File: src/rtl/core/ibfd_pkg.sv
package ibfd_pkg;

	// frame layout
	localparam int FRAME_WORDS   = 14;
	localparam int CHANNEL_COUNT = 14;
	localparam int SUM_END       = 30;
	localparam logic [7:0]  HDR0     = 8'h20;
	localparam logic [7:0]  HDR1     = 8'h40;
	localparam logic [15:0] SUM_BASE = 16'hFFFF;

	// number of channel results for a good frame, kept within the frame layout
	localparam int RESULT_COUNT = (CHANNEL_COUNT > FRAME_WORDS) ? FRAME_WORDS :
		((CHANNEL_COUNT < 1) ? 1 : CHANNEL_COUNT);
	localparam logic [3:0] LAST_INDEX = 4'(RESULT_COUNT - 1);

	// byte positions with a meaning of their own
	localparam logic [4:0] POS_HDR0 = 5'd0;
	localparam logic [4:0] POS_HDR1 = 5'd1;
	localparam logic [4:0] POS_CKS0 = 5'(SUM_END);
	localparam logic [4:0] POS_CKS1 = 5'(SUM_END + 1);

	// verdict codes
	localparam logic [1:0] STATUS_OK      = 2'd0;
	localparam logic [1:0] STATUS_HEADER  = 2'd1;
	localparam logic [1:0] STATUS_CHECKSUM = 2'd2;

	typedef logic [FRAME_WORDS-1:0][15:0] words_t;

	typedef struct packed {
		logic [7:0] rx_byte;
		logic       start_of_frame;
	} item_t;

	typedef struct packed {
		logic [1:0]  frame_status;
		logic [3:0]  channel_index;
		logic [15:0] channel_value;
		logic        last_result;
	} result_t;

	// frame verdict handed to the result sequencer
	typedef struct packed {
		logic       valid;
		logic [1:0] status;
		words_t     words;
	} verdict_t;

endpackage

File: src/rtl/core/ibfd_burst.sv
module ibfd_burst (
	input  logic              clk,
	input  logic              arst_n,
	input  ibfd_pkg::verdict_t verdict,
	output logic              free,
	output logic              result_valid,
	input  logic              result_stall,
	output ibfd_pkg::result_t result
);

	logic                 busy_q;
	logic [3:0]           k_q;
	logic [1:0]           status_q;
	ibfd_pkg::words_t     snap_q;
	logic                 last;
	logic                 is_error;

	assign is_error = (status_q != ibfd_pkg::STATUS_OK);
	assign last     = is_error || (k_q == ibfd_pkg::LAST_INDEX);

	// take a new verdict once the final transfer of the current one goes out
	assign free = !busy_q || (!result_stall && last);

	// advance through the results, one per transfer
	always_ff @(posedge clk or negedge arst_n) begin
		if (!arst_n) begin
			busy_q <= 1'b0;
			k_q    <= 4'd0;
		end else if (verdict.valid && free) begin
			busy_q <= 1'b1;
			k_q    <= 4'd0;
		end else if (busy_q && !result_stall) begin
			if (last) begin
				busy_q <= 1'b0;
			end else begin
				k_q <= k_q + 4'd1;
			end
		end
	end

	// hold a copy of the words so the next frame can overwrite the store
	always_ff @(posedge clk) begin
		if (verdict.valid && free) begin
			status_q <= verdict.status;
			snap_q   <= verdict.words;
		end
	end

	assign result_valid         = busy_q;
	assign result.frame_status  = status_q;
	assign result.channel_index = is_error ? 4'd0 : k_q;
	assign result.channel_value = is_error ? 16'd0 : snap_q[k_q];
	assign result.last_result   = last;

endmodule

File: src/rtl/core/ibus_frame_decoder.sv
// Decoder for the 32-byte 14-channel serial radio-control receiver frame. Each item is one
// received byte;
// start_of_frame forces it to be byte 0, and after byte 31 the position wraps on its own.
// Bytes pass through an input register and are absorbed at one per cycle. When byte 31
// arrives the frame is judged: a bad header (status 1, reported ahead of a bad checksum)
// or a bad checksum (status 2) gives one error result, a good frame gives the channel
// results in order, one per cycle unless result_stall is high, the last one marked.
// Byte 31 waits in the input register while the results of the previous frame are
// still being delivered, so input is held up only when the result side stalls.
module ibus_frame_decoder (
	input  logic              clk,
	input  logic              arst_n,
	input  logic              item_valid,
	output logic              item_stall,
	input  ibfd_pkg::item_t   item,
	output logic              result_valid,
	input  logic              result_stall,
	output ibfd_pkg::result_t result
);

	logic                 valid_s1;
	ibfd_pkg::item_t      item_s1;
	logic [4:0]           pos_q;
	logic [15:0]          sum_q;
	logic                 header_good_q;
	logic [7:0]           low_byte_q;
	logic [7:0]           cks_low_q;
	ibfd_pkg::words_t     store_q;

	logic [4:0]           p;
	logic [7:0]           b;
	logic                 is_verdict;
	logic                 burst_free;
	logic                 advance;
	logic [15:0]          received;
	logic [3:0]           word_idx;
	ibfd_pkg::verdict_t   verdict;

	assign b          = item_s1.rx_byte;
	assign p          = item_s1.start_of_frame ? ibfd_pkg::POS_HDR0 : pos_q;
	assign is_verdict = (p == ibfd_pkg::POS_CKS1);
	assign advance    = valid_s1 && (!is_verdict || burst_free);
	assign item_stall = valid_s1 && !advance;
	assign word_idx   = p[4:1] - 4'd1;
	assign received   = {b, cks_low_q};

	// hold the input byte until it is absorbed
	always_ff @(posedge clk or negedge arst_n) begin
		if (!arst_n) begin
			valid_s1 <= 1'b0;
		end else if (!item_stall) begin
			valid_s1 <= item_valid;
		end
	end

	always_ff @(posedge clk) begin
		if (!item_stall) begin
			item_s1 <= item;
		end
	end

	// track position, sum, header and checksum low byte
	always_ff @(posedge clk or negedge arst_n) begin
		if (!arst_n) begin
			pos_q         <= 5'd0;
			sum_q         <= 16'd0;
			header_good_q <= 1'b1;
			low_byte_q    <= 8'd0;
			cks_low_q     <= 8'd0;
		end else if (advance) begin
			pos_q <= p + 5'd1;
			if (p == ibfd_pkg::POS_HDR0) begin
				sum_q         <= {8'd0, b};
				header_good_q <= (b == ibfd_pkg::HDR0);
			end else if (p < ibfd_pkg::POS_CKS0) begin
				sum_q <= sum_q + {8'd0, b};
				if (p == ibfd_pkg::POS_HDR1) begin
					header_good_q <= header_good_q && (b == ibfd_pkg::HDR1);
				end else if (!p[0]) begin
					low_byte_q <= b;
				end
			end else if (p == ibfd_pkg::POS_CKS0) begin
				cks_low_q <= b;
			end
		end
	end

	// write the assembled channel word on its high byte
	always_ff @(posedge clk) begin
		if (advance && p[0] && p > ibfd_pkg::POS_HDR1 && p < ibfd_pkg::POS_CKS0) begin
			store_q[word_idx] <= {b, low_byte_q};
		end
	end

	// judge the frame on its last byte
	always_comb begin
		verdict.valid = valid_s1 && is_verdict;
		verdict.words = store_q;
		priority if (!header_good_q) begin
			verdict.status = ibfd_pkg::STATUS_HEADER;
		end else if (received != (ibfd_pkg::SUM_BASE - sum_q)) begin
			verdict.status = ibfd_pkg::STATUS_CHECKSUM;
		end else begin
			verdict.status = ibfd_pkg::STATUS_OK;
		end
	end

	ibfd_burst u_burst (
		.clk          (clk),
		.arst_n       (arst_n),
		.verdict      (verdict),
		.free         (burst_free),
		.result_valid (result_valid),
		.result_stall (result_stall),
		.result       (result)
	);

endmodule
File: config.mk
export PLATFORM = sky130hd
export DESIGN_NAME = ibus_frame_decoder
export DESIGN_NICKNAME = d
export VERILOG_FILES = /design/src/rtl/core/ibfd_pkg.sv /design/src/rtl/core/ibfd_burst.sv /design/src/rtl/core/ibus_frame_decoder.sv
export SDC_FILE = /design/constraint.sdc
export NUM_CORES = 1
export LEC_CHECK = 0
export ABC_AREA = 1
export BUFFER_PORTS_ARGS = -buffer_cell sky130_fd_sc_hd__buf_4
export CAP_MARGIN = 15
export CORE_MARGIN = 5
export CORE_UTILIZATION = 32
export DETAILED_ROUTE_END_ITERATION = 8
export HOLD_SLACK_MARGIN = 0.03
export PLACE_DENSITY_LB_ADDON = 0.08
export SYNTH_ARGS = -nofsm -noshare
export SYNTH_HDL_FRONTEND = slang
export SYNTH_SLANG_ARGS = --single-unit
File: constraint.sdc
create_clock -name clk -period 6.7 [get_ports clk]
set_input_delay 1.34 -clock clk [delete_from_list [all_inputs] [get_ports clk]]
set_output_delay 1.34 -clock clk [all_outputs]
set_load 0.1 [all_outputs]
## Word-level counts from Yosys, hierarchy flattened

Cells that the tools add are included.

| storage, ports and cells | value |
|---|---|
| flip-flop bits (word level) | 503 |
| bits in latches | 0 |
| bits in writable memories | 0 |
| bits in read-only memories | 0 |
| output and inout port bits | 25 |
| logic and storage cells | 111 |
| memories kept | 0 |

| cells by class | value |
|---|---|
| $add $sub $neg | 5 |
| multipliers | 0 |
| div/mod/pow operators | 0 |
| $lt $le $gt $ge | 5 |
| equal/unequal tests | 8 |
| shifts and indexed selects | 0 |
| mux-type cells | 20 |
| bitwise gates (word level) | 4 |
| reduce and logical (&&, ||, !) cells | 30 |

Operator list:

| cell | number |
|---|---|
| $bwmux W224 | 1 |
| $mux W16 | 5 |
| $bmux W16 S4 | 1 |
| $demux W16 S4 | 1 |
| $add A16 B8 Y16 | 1 |
| $mux W4 | 4 |
| $ne A16 B16 Y1 | 1 |
| $sub A16 B16 Y16 const A | 1 |
| $logic_and A1 B1 Y1 | 11 |
| $eq A5 B5 Y1 const B | 2 |
| $lt A4 B5 Y1 const B | 2 |
| $reduce_bool A2 Y1 | 5 |
| $eq A8 B6 Y1 const B | 1 |
| $eq A8 B7 Y1 const B | 1 |
| $mux W1 | 6 |
| $reduce_and A2 Y1 | 3 |
| $add A5 B1 Y5 const B | 1 |
| $eq A5 B1 Y1 const B | 1 |
| $gt A5 B1 Y1 const B | 1 |
| $logic_not A5 Y1 | 1 |
| $lt A5 B5 Y1 const B | 1 |
| $mux W5 | 1 |
| $reduce_and A5 Y1 | 1 |
| $add A4 B1 Y4 const B | 1 |
| 10 further kinds | 18 |

## Longest topological paths before layout

Gate-level depths: netlist of run 1.

| logic depth | value |
|---|---|
| depth in word-level cells | 9 |
| depth in mapped cells | 14 |
| mapped depth without buffers | 13 |

## Modules after synthesis

From an unflattened synthesis of run 1, not the netlist that was laid out.

| unflattened totals | value |
|---|---|
| cell total of the unflattened synthesis | 1566 |
| area, all modules | 19707.7 µm² |

Modules (own cells, without submodules):

| module | instances | cells each | area each (µm²) | seq. area each (µm²) |
|---|---|---|---|---|
| ibfd_burst | 1 | 927 | 9889.5 | 6911.6 |
| ibus_frame_decoder | 1 | 639 | 9818.2 | 7973.9 |

## Worst setup path after synthesis of run 1

OpenSTA, ideal clock, no wires.

| timing | value |
|---|---|
| path kind | input port to flip-flop |
| start | input port result_stall |
| end | register u_burst.snap_q[0] (netlist bit), enable pin |
| data arrival time | 6.052 ns |
| required time | 6.121 ns |
| setup slack | 0.069 ns |
| cell stages on the path | 5 |
| cells stage by stage | inv_1 > nand2_2 > nand2_1 > nand2_1 > inv_1 |

| on the way | value |
|---|---|
| cells in the longest elaborated chain, start to end | 4 |

Ends and longest elaborated chain:

| element | RTL line | RTL |
|---|---|---|
| start, declared | ibus_frame_decoder.sv:17 | `input logic result_stall,` |
| $logic_not A1 Y1 | ibfd_burst.sv:22 | `assign free = !busy_q \|\| (!result_stall && last);` |
| $logic_and A1 B1 Y1 | ibfd_burst.sv:22 |  |
| $logic_or A1 B1 Y1 | ibfd_burst.sv:22 |  |
| $logic_and A1 B1 Y1 | ibfd_burst.sv:43 | `if (verdict.valid && free) begin` |
| end signal, assigned | ibfd_burst.sv:45 | `snap_q <= verdict.words;` |
| end, declared | ibfd_burst.sv:14 | `ibfd_pkg::words_t snap_q;` |

No other way between the ends.
A chain may end at the register's enable or synchronous reset.

==> results of run 1 <==
[cell type report]
type | count | area share
clock buffer | 66 | 0.0652
sequential | 503 | 0.675
multi-input combinational | 725 | 0.166
tap | 773 | 0.0439
inverter | 67 | 0.0118
clock inverter | 36 | 0.0124
timing repair buffer | 70 | 0.0259
[synth_stat cells, types with 7 or more instances]
cell type  count
a21oi_1       16
buf_2         17
clkbuf_1      24
dfrtp_1       43
edfxtp_1     459
ha_1          14
inv_1         61
nand2_1      180
nand3_1       31
nand4_1        7
nor2_1       175
nor3_1        17
o211ai_1      19
o21ai_0      169
o21ai_1       20
o22ai_1       28
or2_2          9
[cell families after synthesis]
kind of cell | count (synthesis) | synth area share
compound gates | 255 | 0.0721
xor+xnor | 11 | 0.00508
fa+ha+maj | 15 | 0.0103
buf+inv | 117 | 0.0261
flops | 503 | 0.785
simple gates | 444 | 0.101
[sequential cells by signal, summed over array words and instances (netlist names)]
register              flops
header_good_q             1
u_burst.result_valid      1
pos_q                     5
item_s1                   1
u_burst.status_q          2
store_q                 224
u_burst.k_q               4
b                         8
u_burst.snap_q          224
cks_low_q                 8
valid_s1                  1
low_byte_q                8
sum_q                    16
[worst max-delay path: cells and delay by family, from the launching register on]
family,cells,cell delay [ns]
buf+inv,3,1.74
flops,1,0.83
compound gates,4,0.74
[per-stage QoR]
stage | hold WS [ns] | util
2_1_floorplan | 0.400 | -
3_3_place_gp | 0.400 | 0.345
3_5_place_dp | 0.405 | 0.345
4_1_cts | 0.401 | 0.374
5_1_grt | 0.406 | 0.374
6_report | 0.411 | 0.374
[worst max path at each step]
| stage | start | to | slack [ns] | cells after the start |
|---|---|---|---|---|
| floorplan | result_stall | u_burst.snap_q[0] | 0.07 | 5 |
| global placement | u_burst.k_q[0] | result[7] | 1.92 | 7 |
| detailed placement | u_burst.k_q[0] | result[5] | 1.90 | 7 |
| CTS | u_burst.k_q[0] | result[5] | 1.25 | 7 |
| global route | u_burst.k_q[0] | result[5] | 1.07 | 7 |
| finish | u_burst.k_q[0] | result[5] | 1.41 | 7 |
[layer usage]
| metal | vias to the layer above | global-route usage | wire length (um) |
|---|---|---|---|
| met3 | 80 | 0.0248 | 2090 |
| li1 | 5004 | - | - |
| met1 | 5259 | 0.216 | 22900 |
| met5 | - | 0 | 0 |
| met2 | 207 | 0.227 | 21500 |
| met4 | 0 | 0.0477 | 1360 |
[power by group]
group          internal [W]  leakage [nW]  switching [W]
Sequential          0.00353          4.67       0.000130
Combinational     0.0000991          2.03       0.000196
Clock               0.00167         0.845        0.00122
==> metrics, run 1 <==
initial detailed-routing violation count=778; Initial Util=0.322; main area contributors after synthesis=edfxtp_1 (73%), dfrtp_1 (5.7%), o21ai_0 (4.5%), nand2_1 (3.6%), nor2_1 (3.5%); placed cells=~2100; peak supply drop=195 uV; worst-path fanout max=66; CTS Buffer Depth=3; Most Frequent Cell on Critical Path=o21ai_0; pin count of the biggest net entering global routing=139; Tcrit/Tclk final=0.789; row cnt=89; initial antenna violation count=1; fin crit period=5.29 ns; max_cap viols=0; Layout Cells excl Fill=2240; First-pass DRT Iterations=4; Place WS=roughly 1.9 ns; Setup CP Type=reg -> out; WL per Instance=21.4 um; hold depth=0; hold endpoint=u_burst.snap_q[47]; Setup TNS Final=0 ns; most frequent cells in the layout=edfxtp_1 (459), nand2_1 (180), nor2_1 (173); synth warn=0; die area=64200 um2; RePlAce Congestion=0.745; Fmax=189 MHz; CTS tree=done; final worst setup slack=1.41 ns; Post-CTS Hold Buffers=0; WL final=47900 um; worst-margin pin slew=1.13 ns; Mapped Cells=1345; outcome=completed; area of the multi-input gates=roughly 3700 um2; type of the most critical hold path=reg -> reg; Skew-Pair Late Insertion Delay=0.60 ns; CP Cell Sequence=clkinv_2 > buf_12 > o21ai_0 > o22ai_1 > o21ai_0 > o21ai_0 > buf_4; top-area cell type share of the netlist area=0.727; number of post-CTS setup repair buffers=0; core area=58900 um2; final instance area=22100 um2; flop-to-flop setup slack=2.72 ns; Vias=10550; post-DP HPWL=~28000 um; residual DRC count=0; R2R depth=11; fill count=between 5000 and 6000; Slew HR=0.243; Worst setup SP type=flip-flop; area grow syn2layout=16.3%; leading area contributor after synthesis=edfxtp_1; share of layout cells above drive strength 1=0.137; Nets=1450; asr flop ratio synth=0.0875; Seq cells post-synth=503; via/cell ratio=approximately 4.7; root buffer cell=clkbuf_16; die span in y=253 um; Tot Pwr=about 0.0068 W; skew final=0.0249 ns; final setup fails=0; Mapped Nets=1373; RR Startpoint=u_burst.k_q[1]; Slew Limit Fails=0; total gr overflow=0; I/O pin count=38; Avg Cell Area, Syn=about 14 um2; post-synthesis sequential area ratio=0.785; CTS clk-pin slew, worst paths=around 0.06 ns; top_reg_cell synth=edfxtp_1; Detail Route Antenna Nets=0; vias in the first global route=around 10000; WP data arrival=approximately 4 ns; H-tree level count=2; Worst Hold Launch=store_q[47]; Num CTS Buffers=55; Final Hold Fails=0; Port Buf Inserts=37; Leakage=7.55 nW; placement-stage cell area=~20000 um2; Yosys cell types=37; gr usage total=0.148; first-pass GRT wire length=70400 um; CTS sink cnt=503; CTS resizes=0; RSZ-0062 raised after global routing=no; commonest non-fill, non-tap cell in the layout=edfxtp_1; Power Density=310 nW/um2; RR Endpoint=store_q[16]; EDFF count, synth=459; CP Capture Type=primary output; Post-Syn Area=about 19000 um2; critical path required time=5.36 ns; Crit-path slowest cell=clkinv_2; FF+latch area=about 15000 um2; die width=253 um; Ant. Diodes=0; Worst path max stage delay=0.96 ns
Power figures use the tool's default switching activity.
==> run 2, diff against run 1 <==
--- a/config.mk
+++ b/config.mk
@@ -5,7 +5,7 @@
 export SDC_FILE = /design/constraint.sdc
 export NUM_CORES = 1
 export LEC_CHECK = 0
-export ABC_AREA = 1
+export ABC_AREA = 0
 export BUFFER_PORTS_ARGS = -buffer_cell sky130_fd_sc_hd__buf_4
 export CAP_MARGIN = 15
 export CORE_MARGIN = 5
==> constraint.sdc (replaced) <==
create_clock -name clk -period 5 [get_ports clk]
set_input_delay 1 -clock clk [delete_from_list [all_inputs] [get_ports clk]]
set_output_delay 1 -clock clk [all_outputs]
set_load 0.1 [all_outputs]
==> run 2 against run 1 <==
Register-to-register slack lost 1.5 ns. Non-clock buffer count grew 4. Die area shrank 2.0%. Combinational power grew to 2.8 times the previous value. Sequential cell count is the same. Worst hold slack lost 0.00085 ns. Clock power grew 39%. Critical endpoint is now result[9]. Largest cell class unchanged.
==> metrics, run 2 <==
H-tree level count=2 (unchanged); Most Frequent Cell on Critical Path=nor2_1; pin count of the biggest net entering global routing=49 (-65%); Power Density=453 nW/um2 (+46%); Worst path max stage delay=0.69 ns (-0.27 ns); area of the multi-input gates=3500 um2 (-4.1%); WP data arrival=3.20 ns (-0.75 ns); Avg Cell Area, Syn=19.5 um2 (+39%); Num CTS Buffers=55 (unchanged); CTS resizes=0 (unchanged); die span in y=251 um (-0.98%); EDFF count, synth=459 (unchanged); initial detailed-routing violation count=464 (-40%); Worst setup SP type=flip-flop; leading area contributor after synthesis=edfxtp_1; Nets=1074 (-26%); Leakage=7.28 nW (-3.5%); total gr overflow=0 (unchanged); post-DP HPWL=24300 um (-13%); Mapped Nets=979 (-29%); Post-Syn Area=18600 um2 (-2.0%); final instance area=21900 um2 (-0.85%); Hold Worst Slack=0.410 ns (-0.000847 ns); die area=63000 um2 (-2.0%); Yosys cell types=58 (+57%); commonest non-fill, non-tap cell in the layout=edfxtp_1; skew final=0.0159 ns (-0.00903 ns); I/O pin count=38 (unchanged); Fmax=238 MHz; initial antenna violation count=2 (+1); RePlAce Congestion=0.743 (-0.20%); CP Cell Sequence=buf_12 > mux4_2 > mux2i_1 > nor2_1 > a21oi_1 > nor2_1 > buf_4; CP Capture Type=primary output; final setup fails=0 (unchanged); largest registers=store_q x224, u_burst.snap_q x224, sum_q x16; max_cap viols=0 (unchanged); RSZ-0062 raised after global routing=no; Slew Limit Fails=0 (unchanged); cell with the most instances after synthesis=edfxtp_1; residual DRC count=0 (unchanged); Skew-Pair Late Insertion Delay=0.59 ns (about the same); asr flop ratio synth=0.0875 (unchanged); Final Hold Fails=0 (unchanged); die width=251 um (-0.98%); most frequent cells in the layout=edfxtp_1 (459), buf_4 (68), clkbuf_16 (55); Initial Util=0.323 (+0.000678); crit-path leading delay family=multiplexers; Vias=8770 (-17%); First-pass DRT Iterations=5 (+1); Port Buf Inserts=37 (unchanged); fill count=5317 (-4.8%); Tcrit/Tclk final=0.841; row cnt=88 (-1.1%); synth cell count leaders=edfxtp_1 (459), mux4_2 (48), nor2_1 (48); root buffer cell=clkbuf_16; WL per Instance=22.5 um (+5.2%); critical path required time=4.00 ns (-1.36 ns); CTS clk-pin slew, worst paths=0.06 ns (about the same); number of post-CTS setup repair buffers=0 (unchanged); area grow syn2layout=17.7%; CTS sink cnt=503 (unchanged); fin crit period=4.20 ns; post-synthesis sequential area ratio=0.801 (+0.0163); WP buf/inv=2 (-1); synth warn=0 (unchanged); share of layout cells above drive strength 1=0.230 (+0.0926); Crit-path slowest cell=dfrtp_4; CTS tree=done; gr usage total=0.133 (-0.0149); peak supply drop=278 uV (+43%); fin util=0.380 (+0.00534); via/cell ratio=4.73 (+0.38%); vias in the first global route=9402 (-9.6%); main area contributors after synthesis=edfxtp_1 (74%), mux4_2 (5.8%), dfrtp_1 (5.8%), mux2i_1 (1.8%), mux2_2 (0.97%); Slew HR=0.331 (+0.0879); type of the most critical hold path=reg -> reg; worst-margin pin slew=1.00 ns (-0.128 ns); CTS Buffer Depth=3 (unchanged); top_reg_cell synth=edfxtp_1; placement-stage cell area=20100 um2 (-1.3%); Setup CP Type=reg -> out; Detail Route Antenna Nets=0 (unchanged); worst-path fanout max=29 (-56%); Post-CTS Hold Buffers=0 (unchanged); outcome=completed; first-pass GRT wire length=63000 um (-11%); Seq cells post-synth=503 (unchanged); core area=57600 um2 (-2.2%); FF+latch area=14900 um2 (about the same); Mapped Cells=951 (-29%); WL final=41700 um (-13%); top-area cell type share of the netlist area=0.742 (+0.0151)
run 2: changes by cell type in the layout (fill, tap and decap cells not counted), sizes merged, moves of 16 or more:
cell	change
inv	-41
nor2	-138
mux2	+16
nand2	-145
mux2i	+34
mux4	+48
o21ai	-175
nand3	-20
run 2: path summary, 6_finish.rpt:
| path | startpoint | to | slack [ns] | depth (start not counted) |
|---|---|---|---|---|
| hold reg to reg | store_q[12] | u_burst.snap_q[12] | 0.41 | 0 |
| setup / recovery | u_burst.k_q[0] | result[9] | 0.80 | 7 |
| setup reg to reg | item_s1[0] | store_q[191] | 1.25 | 10 |
| min in group asynchronous | arst_n | sum_q[9] | 0.43 | 1 |
| hold / removal | store_q[12] | u_burst.snap_q[12] | 0.41 | 0 |
| max in group asynchronous | arst_n | u_burst.k_q[0] | 4.07 | 1 |
run 2: report_power, final:
part / switching [W] / internal (W) / total, W
clock network: 0.00161 / 0.00241 / 0.00402
logic: 0.000466 / 0.000364 / 0.000830
registers: 0.000262 / 0.00479 / 0.00505
run 2: metal layers:
layer  wire length (um)  up-vias  track usage  part of all wire
met1              19500     4588        0.188              0.47
met2              19700      162        0.213              0.47
met3               1520       57       0.0234             0.036
met4                952        0       0.0410             0.023
met5                  0        -            0                 0
li1                   -     3963            -                 -
run 2: cell families (layout without fill, tap and decap cells):
| logic type | count (synthesis) | after routing | share of synthesized area |
|---|---|---|---|
| simple gates | 157 | 157 | 0.0416 |
| mux | 98 | 98 | 0.0862 |
| flops | 503 | 503 | 0.801 |
| buf+inv | 61 | 199 | 0.0148 |
| other cells | 0 | 1 | 0 |
| fa+ha+maj | 15 | 15 | 0.0105 |
| compound gates | 94 | 94 | 0.0346 |
| xor+xnor | 23 | 23 | 0.0108 |
run 2: per-stage QoR:
stage                     setup slack [ns]  setup TNS, ns  total power [W]  instances
final                                0.797              0          0.00990       1855
after floorplan                     -0.225         -50.93          0.00561        951
after global placement                1.34              0          0.00601       1754
after detailed placement              1.20              0          0.00601       1754
after global routing                 0.591              0           0.0104       1854
after CTS                            0.660              0           0.0101       1854
run 2: layout make-up:
cell class | instances | share of cell area
inverter | 25 | 0.00441
tap | 765 | 0.0438
clock buffer | 71 | 0.0666
sequential | 503 | 0.681
timing repair buffer | 74 | 0.0288
multi-input combinational | 387 | 0.160
clock inverter | 29 | 0.0149
antenna | 1 | 0.000114
